`src/hw/rtl/jsma_ram.sv`:
```
// Generic single-port RAM with registered read (read-before-write).
module jsma_ram #(
  parameter int WIDTH = 8,
  parameter int DEPTH = 16
) (
  input  logic                     clk,
  input  logic                     en,
  input  logic                     we,
  input  logic [$clog2(DEPTH)-1:0] addr,
  input  logic [WIDTH-1:0]         wdata,
  output logic [WIDTH-1:0]         rdata
);

  logic [WIDTH-1:0] mem [DEPTH];

  always_ff @(posedge clk) begin
    if (en) begin
      if (we) begin
        mem[addr] <= wdata;
      end
      rdata <= mem[addr];
    end
  end

endmodule

```
`config.mk`:
```
export PLATFORM = sky130hd
export DESIGN_NAME = jsma_ram
export DESIGN_NICKNAME = d
export VERILOG_FILES = /design/src/hw/rtl/jsma_ram.sv
export SDC_FILE = /design/constraint.sdc
export NUM_CORES = 1
export LEC_CHECK = 0
export ABC_AREA = 1
export BUFFER_PORTS_ARGS = -buffer_cell sky130_fd_sc_hd__buf_2
export CORE_ASPECT_RATIO = 1.75
export CORE_MARGIN = 2
export CORE_UTILIZATION = 32
export DETAILED_ROUTE_END_ITERATION = 8
export PLACE_DENSITY_LB_ADDON = 0.2
export SLEW_MARGIN = 20
export SYNTH_ARGS = -nofsm -noshare
export SYNTH_HDL_FRONTEND = slang
export SYNTH_SLANG_ARGS = --single-unit
```
`constraint.sdc`:
```
create_clock -name clk -period 4.1 [get_ports clk]
set_input_delay 0.41 -clock clk [delete_from_list [all_inputs] [get_ports clk]]
set_output_delay 0.41 -clock clk [all_outputs]
set_load 0.01 [all_outputs]
```
==> impl_metrics.ini <==
[synth]
synth_compound_area_frac = 0
synth-async-reset-ratio = 0
syn_inst = 550
synth_top_area_cell = edfxtp_1
synth_commonest_cells = nand2_1 (347), edfxtp_1 (136), inv_1 (20), nor2_1 (18), buf_2 (12)
synthMostInstantiatedCell = nand2_1
ys_warn_count = 0
synthAdderAreaFrac = 0
synth_cell_types = 9
syn_nets = 565
ys_seq_area_frac = 0.718
muxShareOfSynthArea = 0
syn-cell-area_sq_mm = 0.00568
ys_ff_latch = 136
avgSynthCellArea_sq_um = 10.3
synth-xor-area-share = 0
yosys_most_used_dff = edfxtp_1
synth_top_family_by_area = simple AND/OR/NAND/NOR gates
yosys.area_share.simple = 0.245
synthTopCellsByArea = edfxtp_1 (72%), nand2_1 (23%), inv_1 (1.3%), nor2_1 (1.2%), buf_2 (1.1%)
synth_edf_count = 136
synth_top_area_frac = 0.718

[clocking]
cts_hold_repair.buffers = 0
cts_resized = 0
clock_path_buffers = 2
numCtsBuffers = 17
clk_pin_slew_worst_paths_ns = 0.06
post_cts_buffers = 0
worstSkewPairLatency_ns = 0.41
cts_sinks = 136
root_buffer = clkbuf_16
htree_levels = 4
cts_tree = built

[critical_path]
crit_start = addr[1]
crit_path_end = mem[1][0]
cp_max_fo = 35
rr_endpoint = rdata[0]
reg2reg_depth = 8
required_ns = 4.14
setup.worst_path.class = in -> reg
worstSetupStartpointType = input port
end_kind = flop
arrival_ns = 2.26
r2r_slack_ns = 2.93
reg2reg_from = mem[5][0]

[route]
drc = 0
wl_microns = 13600
routedWlPerCell_microns = 16.6
first_pass_iters = 5
vias = 3628
drt_iter0_drc = 209
viasPerCell = 4.45
drtAntennaViolNets = 0

[timing]
setup_violations = 0
drv_slew = 0
rsz0062_at_grt = false
worst_slew_pin_slew_ns = 0.769
fin_worst_skew_ns = 0.00524
hold_violations = 0
fmax_mhz = 452
tns_ns = 0
min_period_over_period = 0.540
slew_headroom = 0.486
period_minus_slack_ns = 2.21

[placed_design]
dp_hpwl_microns = 9050
io_buffers = 22
place_inst = 784
place.gp.congestion = 0.848

[flow_run]
maxCapViolCount = 0

[global_routing]
grt-ovfl-total = 0
grt_max_degree = 57
grt_pass1_wl_microns = 20800
track_usage = 0.149
grt_pass1_vias = 3730
antenna_found_initial = 0

[cells_and_area]
drive_gt1_frac = 0.101
finalNonFillerCells = 816
nNetsFinal = 587
diodes = 0
fill_cells = 1780
syn_to_final_growth_pct = 14.9

[floorplan]
die_x_microns = 105
floorplan.initialDensity = 0.326
coreArea_sq_mm = 0.0175
io-pin-count = 23
row_count = 64
die_area_sq_mm = 0.0189
die_h_microns = 180

[power_and_ir_drop]
peakVddDrop_mv = 0.218
powerDensity_mw_per_mm2 = 483
p_leak_nw = 2.71
total_power_w = 0.00316

[hold_path]
hp-class = in -> reg

[run_status]
status = complete, no violations
[layer usage]
metal | share of wire | vias to the layer above | global-route usage
li1 | - | 1808 | -
met1 | 0.41 | 1745 | 0.175
met2 | 0.54 | 63 | 0.266
met3 | 0.031 | 12 | 0.0239
met4 | 0.016 | 0 | 0.0645
met5 | 0 | - | 0
[where the power goes]
group,internal (W),total (W),switching (W)
Sequential,0.00156,0.00156,0.00000509
Clock,0.000835,0.00142,0.000585
Combinational,0.0000424,0.000176,0.000134
[through the flow]
step | util | hold WS (ns) | area (sq um) | setup slack [ns]
5_1_grt | 0.374 | 0.349 | 6530 | 1.76
4_1_cts | 0.374 | 0.324 | 6530 | 1.91
6_report | 0.374 | 0.340 | 6530 | 1.89
3_5_place_dp | 0.342 | 0.768 | 5980 | 1.46
3_3_place_gp | 0.342 | 0.766 | 5980 | 1.53
2_1_floorplan | - | 0.509 | 5680 | 2.39
[worst min path at each step]
stage                      to  depth (start not counted)     start  slack (ns)
finish               rdata[2]                          1        en        0.34
detailed placement   rdata[1]                          1        en        0.77
global placement     rdata[7]                          1        en        0.77
floorplan           mem[0][0]                          0  wdata[0]        0.51
global route         rdata[1]                          1        en        0.35
CTS                  rdata[2]                          1        en        0.32
[cell families (layout without fill, tap and decap cells)]
| group | Yosys count | after routing |
|---|---|---|
| buffers and inverters | 45 | 80 |
| DFF | 136 | 136 |
| and+or+nand+nor | 369 | 369 |
[cell usage in the layout (no fill, tap or decap), types with 2 or more instances in the layout]
master | Yosys | final
inv_1 | 20 | 20
nor2_1 | 18 | 18
clkinvlp_4 | 0 | 6
inv_6 | 0 | 3
buf_2 | 12 | 22
clkinv_2 | 0 | 3
nand3_1 | 4 | 4
inv_2 | 4 | 4
nand2_1 | 347 | 347
edfxtp_1 | 136 | 136
buf_4 | 7 | 2
clkbuf_16 | 0 | 17
[flip-flops by register name, indices dropped and copies added, names as in the netlist]
| signal | flops |
|---|---|
| mem | 128 |
| rdata | 8 |
[critical path, cell delays in order]
cell and delay, ns:
buf_2 0.31, inv_2 0.52, nand3_1 0.35, nor2_1 0.64
[layout make-up]
cell class / instances / area, sq um / area share
flip-flops and latches: 136 / 4080 / 0.625
multi-input cells: 369 / 1390 / 0.213
clock buffers: 18 / 429 / 0.0657
well taps: 231 / 289 / 0.0442
clock inverters: 14 / 125 / 0.0192
repair buffers: 24 / 125 / 0.0192
inverters: 24 / 90.1 / 0.0138
Note: power is estimated with default switching activity, not from simulation.
