`src/hw/rtl/jsma_pkg.sv`:
```
// Shared constants, types and sequencer states for the joint moving-average block.
package jsma_pkg;

  localparam int JOINT_COUNT = 4;
  localparam int MAX_WINDOW  = 64;
  localparam int SAMPLE_BITS = 32;
  localparam int CHANNELS    = 4;

  localparam int JOINT_W = 2;
  localparam int CHAN_W  = $clog2(CHANNELS);
  localparam int LEN_W   = 7;
  localparam int SLOT_W  = $clog2(MAX_WINDOW);
  localparam int SUM_W   = 38;

  localparam logic [LEN_W-1:0]  LEN_RESET = LEN_W'(8);
  localparam logic [CHAN_W-1:0] CHAN_LAST = CHAN_W'(CHANNELS - 1);

  localparam int RING_DEPTH = JOINT_COUNT * MAX_WINDOW;
  localparam int RING_AW    = JOINT_W + SLOT_W;
  localparam int RING_W     = CHANNELS * SAMPLE_BITS;

  // divider retires DIV_RADIX quotient bits per cycle
  localparam int DIV_RADIX = 4;
  localparam int DIV_W     = ((SUM_W + DIV_RADIX - 1) / DIV_RADIX) * DIV_RADIX;
  localparam int DIV_ITER  = DIV_W / DIV_RADIX;
  localparam int DIV_CNT_W = $clog2(DIV_ITER);
  localparam int REM_W     = SLOT_W;
  localparam int CMP_W     = LEN_W + 1;

  typedef logic [CHANNELS-1:0][SAMPLE_BITS-1:0] sample_vec_t;

  typedef struct packed {
    logic                    start;
    logic signed [SUM_W-1:0] dividend;
    logic [LEN_W-1:0]        divisor;
  } div_req_t;

  typedef enum logic [2:0] {
    ST_IDLE,
    ST_PLACE,
    ST_FETCH,
    ST_ACCUM,
    ST_DIVIDE,
    ST_DELIVER
  } state_t;

endpackage

```
`src/hw/rtl/jsma_div.sv`:
```
// Iterative signed divider: 38-bit sum by 7-bit count, truncating toward zero.
module jsma_div (
  input  logic                              clk,
  input  logic                              rst,
  input  jsma_pkg::div_req_t                req,
  output logic                              done,
  output logic [jsma_pkg::SAMPLE_BITS-1:0]  quotient
);

  logic                               busy;
  logic [jsma_pkg::DIV_CNT_W-1:0]     cnt;
  logic                               neg;
  logic [jsma_pkg::DIV_W-1:0]         work;
  logic [jsma_pkg::DIV_W-1:0]         work_next;
  logic [jsma_pkg::REM_W-1:0]         rem;
  logic [jsma_pkg::REM_W-1:0]         rem_next;
  logic [jsma_pkg::LEN_W-1:0]         divisor;
  logic [jsma_pkg::SUM_W-1:0]         magnitude;
  logic [jsma_pkg::CMP_W-1:0]         trial;
  logic [jsma_pkg::DIV_W-1:0]         signed_q;

  assign magnitude = req.dividend[jsma_pkg::SUM_W-1] ? jsma_pkg::SUM_W'(-req.dividend)
                                                     : jsma_pkg::SUM_W'(req.dividend);

  // restoring division, DIV_RADIX bits per cycle; quotient bits shift into work
  always_comb begin
    work_next = work;
    rem_next  = rem;
    trial     = '0;
    for (int k = 0; k < jsma_pkg::DIV_RADIX; k++) begin
      trial     = jsma_pkg::CMP_W'({rem_next, work_next[jsma_pkg::DIV_W-1]});
      work_next = {work_next[jsma_pkg::DIV_W-2:0], 1'b0};
      if (trial >= jsma_pkg::CMP_W'(divisor)) begin
        trial        = trial - jsma_pkg::CMP_W'(divisor);
        work_next[0] = 1'b1;
      end
      rem_next = trial[jsma_pkg::REM_W-1:0];
    end
  end

  always_ff @(posedge clk) begin
    if (rst) begin
      busy <= 1'b0;
      done <= 1'b0;
      cnt  <= '0;
    end else begin
      done <= 1'b0;
      if (req.start) begin
        busy <= 1'b1;
        cnt  <= '0;
      end else if (busy) begin
        cnt <= cnt + 1'b1;
        if (cnt == jsma_pkg::DIV_CNT_W'(jsma_pkg::DIV_ITER - 1)) begin
          busy <= 1'b0;
          done <= 1'b1;
        end
      end
    end
  end

  always_ff @(posedge clk) begin
    if (req.start) begin
      neg     <= req.dividend[jsma_pkg::SUM_W-1];
      work    <= jsma_pkg::DIV_W'(magnitude);
      rem     <= '0;
      divisor <= req.divisor;
    end else if (busy) begin
      work <= work_next;
      rem  <= rem_next;
    end
  end

  assign signed_q = neg ? -work : work;
  assign quotient = signed_q[jsma_pkg::SAMPLE_BITS-1:0];

endmodule

```
`config.mk`:
```
export PLATFORM = sky130hd
export DESIGN_NAME = jsma_div
export DESIGN_NICKNAME = d
export VERILOG_FILES = /design/src/hw/rtl/jsma_pkg.sv /design/src/hw/rtl/jsma_div.sv
export SDC_FILE = /design/constraint.sdc
export NUM_CORES = 1
export LEC_CHECK = 0
export ABC_AREA = 1
export BUFFER_PORTS_ARGS = -buffer_cell sky130_fd_sc_hd__buf_2
export CORE_AREA = 2 2 134 136
export CTS_CLUSTER_SIZE = 12
export DETAILED_ROUTE_END_ITERATION = 8
export DIE_AREA = 0 0 136 138
export PLACE_DENSITY_LB_ADDON = 0.08
export SYNTH_ARGS = -nofsm -noshare
export SYNTH_HDL_FRONTEND = slang
export SYNTH_SLANG_ARGS = --single-unit
```
`constraint.sdc`:
```
create_clock -name clk -period 4.5 [get_ports clk]
set_clock_uncertainty 0.1 [all_clocks]
set_input_delay 0 -clock clk [delete_from_list [all_inputs] [get_ports clk]]
set_output_delay 0 -clock clk [all_outputs]
set_load 0.02 [all_outputs]
```
==> impl_metrics.env <==
export IMPL_leakage_nw=3.870
export IMPL_cts_buffers_inserted=9
export IMPL_totalWireLength_um=20200
export IMPL_synth_ff_type="edfxtp_1"
export IMPL_whs_ns=0.002440
export IMPL_hold_class="in -> reg"
export IMPL_timing_rr_end="rem[0]"
export IMPL_netlist_area_um2=5931
export IMPL_relSlewSlack=0.1727
export IMPL_drive_above_1_share=0.3264
export IMPL_insertion_delay_ns=0.33
export IMPL_port_buffer_count=80
export IMPL_drcViolationCount=0
export IMPL_cp_start_kind="flop"
export IMPL_path_class="reg -> reg"
export IMPL_core_um2=17530
export IMPL_synth_edff_count=46
export IMPL_syn_area_per_cell_um2=6.848
export IMPL_min_period_over_period=1.122
export IMPL_wl_per_cell_um=15.78
export IMPL_worst_slew_pin_slew_ns=1.240
export IMPL_cts_tree="yes"
export IMPL_cts_htree_levels=3
export IMPL_path_max_fanout=6
export IMPL_drv_cap=0
export IMPL_r2r_slack_ns=-0.55
export IMPL_gp_congestion=0.8910
export IMPL_syn_inst=866
export IMPL_finalSetupViolations=7
export IMPL_hp_start="req[23]"
export IMPL_clockBufferDepth=2
export IMPL_fin_nets=1131
export IMPL_hold_depth=3
export IMPL_cp_required_ns=4.61
export IMPL_drtIter0Drc=392
export IMPL_finalMaxSlewViolations=0
export IMPL_diodes=0
export IMPL_synth_nets=950
export IMPL_end_kind="flop"
export IMPL_peakVddDrop_mv=0.4033
export IMPL_cpMostUsedCell="nand2_2"
export IMPL_rsz0062_at_grt="true"
export IMPL_grt_max_degree=53
export IMPL_async_flop_share=0
export IMPL_min_to="work[16]"
export IMPL_cp_startpoint="divisor[1]"
export IMPL_grt_pass1_vias=6069
export IMPL_crit_arrival_ns=5.16
export IMPL_globalRouteTotalUtil=0.2170
export IMPL_synth_seq_area_share=0.2802
export IMPL_reg2reg_depth=31
export IMPL_grt_pass1_wl_um=31850
export IMPL_antenna_found_initial=0
export IMPL_syn_to_final_growth_pct=39.35
export IMPL_dpl_cell_area_um2=7224
export IMPL_status="finished with violations"
export IMPL_yosysWarnings=0
export IMPL_p_per_area_nw_per_um2=629.6
export IMPL_root_buffer="clkbuf_16"
export IMPL_violations="setup timing"
export IMPL_via_per_inst=4.873
export IMPL_drt_pass1_iterations=5
export IMPL_fin_crit_ns=5.050
export IMPL_die_x_um=136
export IMPL_r2r_start="divisor[1]"
export IMPL_clkTransAtPathRegs_ns=0.05
export IMPL_grt_ovfl_total=0
export IMPL_die_area_um2=18770
export IMPL_num_vias=6237
export IMPL_fmax_ghz=0.1980
export IMPL_slowest_delay_ns=0.48
export IMPL_cpMaxStageDelayCell="edfxtp_1"
export IMPL_ys_seq_elements=60
export IMPL_pin_count=81
export IMPL_die_h_um=138
export IMPL_start_util=0.3382
export IMPL_finalHoldViolations=0
export IMPL_ant_nets=0
export IMPL_synth_distinct_cells=47
export IMPL_setup_tns_ns=-3.407
export IMPL_dpl_hpwl_um=15580
export IMPL_cts_sinks=60
export IMPL_fp_row_count=49
export IMPL_final_area_um2=8264
export IMPL_fin_ws_ns=-0.5501
==> critical path: cells and delay by family, from the launching register on <==
| kind | cells | cell delay, ns |
|---|---|---|
| buf+inv | 5 | 0.48 |
| simple gates | 15 | 1.56 |
| flops | 1 | 0.48 |
| fa+ha+maj | 4 | 1.06 |
| compound gates | 7 | 1.24 |
==> state kept, by name, indices dropped and copies added (netlist names) <==
signal / count
busy: 1
cnt: 4
divisor: 7
done: 1
neg: 1
rem: 6
work: 40
==> layout make-up <==
class	instances	area, um^2
Clock buffer	12	236.5
Clock inverter	3	38.79
Fill cell	1897	9270
Inverter	124	466.7
Multi-Input combinational cell	667	4333
Sequential cell	60	1662
Tap cell	229	286.5
Timing Repair Buffer	185	1241
==> how the worst max path moves through the flow <==
stage	to	slack, ns	cells past startpoint
after floorplan	rem[0]	-0.14	31
after CTS	work[0]	-0.49	29
final	rem[0]	-0.55	31
after global routing	rem[0]	-0.86	30
after global placement	work[0]	-0.75	29
after detailed placement	work[0]	-0.78	29
==> cells by family after synthesis <==
family,count (synthesis),share of synthesized area
xor+xnor,55,0.08122
simple gates,465,0.3614
buf+inv,142,0.09515
flops,60,0.2802
fa+ha+maj,36,0.08101
compound gates,108,0.1011
==> power breakdown <==
group          switching, mW  internal [mW]  leakage (nW)
sequential            0.0860          0.696         0.583
clock                  0.241          0.423         0.134
combinational           2.00           1.76          3.15
total                   2.33           2.87          3.87
==> per-layer routing <==
layer  vias up  GRT usage  share of wire
li1       3195          -              -
met1      2881     0.3268           0.50
met2       145     0.3280           0.44
met3        16    0.02824          0.042
met4         0    0.05099          0.012
met5         -          0              0
==> stage by stage <==
step / power [mW] / utilization / setup slack [ns] / cells
after floorplan: 2.595 / - / -0.1436 / 866
after global placement: 3.683 / 0.4120 / -0.7491 / 1226
after detailed placement: 3.666 / 0.4120 / -0.7813 / 1226
after CTS: 4.888 / 0.4600 / -0.4859 / 1277
after global routing: 5.613 / 0.4713 / -0.8599 / 1280
final: 5.203 / 0.4713 / -0.5501 / 1280
==> what timing repair did <==
action / 4_1_cts / 5_1_grt
cloned: 3 / 0
endpoints found under the setup margin: 7 / 7
resized for setup: 51 / 42
buffers inserted: 15 / 3
hold endpoints to repair: 23 / 0
hold buffers: 18 / 0
pin swaps: 34 / 36
==> cells in the final DEF (no fill, tap or decap), types with 8 or more instances in the layout <==
cell type / Yosys / layout
a21oi_1: 25 / 15
a21oi_2: 1 / 8
buf_2: 3 / 80
buf_4: 5 / 85
clkbuf_16: 0 / 9
dfxtp_1: 14 / 14
dlygate4sd3_1: 0 / 18
edfxtp_1: 46 / 46
ha_1: 32 / 14
ha_4: 0 / 17
inv_1: 113 / 101
inv_2: 9 / 21
nand2_1: 237 / 207
nand2_2: 8 / 35
nand3_1: 70 / 62
nand3_2: 6 / 14
nand4_1: 17 / 17
nor2_1: 73 / 67
nor2_2: 17 / 20
nor2_4: 4 / 8
o21ai_0: 53 / 47
xnor2_1: 12 / 11
xor2_1: 43 / 43
==> cells in the mapped netlist, types with 2 or more instances <==
cell      instances  area, um^2
a31oi_1           7       43.79
inv_2             9       33.78
a21oi_1          25       125.1
nand2_1         237       889.6
o21bai_1          3       22.52
o211ai_1          2       15.01
clkbuf_1          8       30.03
nand4_1          17       106.4
nor3_1            8       40.04
inv_1           113       424.2
edfxtp_1         46        1381
xnor2_1          12       105.1
dfxtp_1          14       280.3
nor2_4            4       45.04
nand3b_2          2       22.52
nor2_1           73       274.0
o21ai_1           7       35.03
fa_1              4       80.08
o21ai_0          53       265.3
nand3_2           6       60.06
nand2_2           8       50.05
nor3_2            2       20.02
nor4_1            5       31.28
o21ai_2           4       35.03
nor2_2           17       106.4
xor2_1           43       376.6
buf_2             3       15.01
buf_4             5       37.54
o31ai_1           2       15.01
nand3_1          70       350.3
nand3b_1          7       52.55
ha_1             32       400.4
or2_2             4       25.02
No activity file was read; power rests on OpenSTA's default activity.
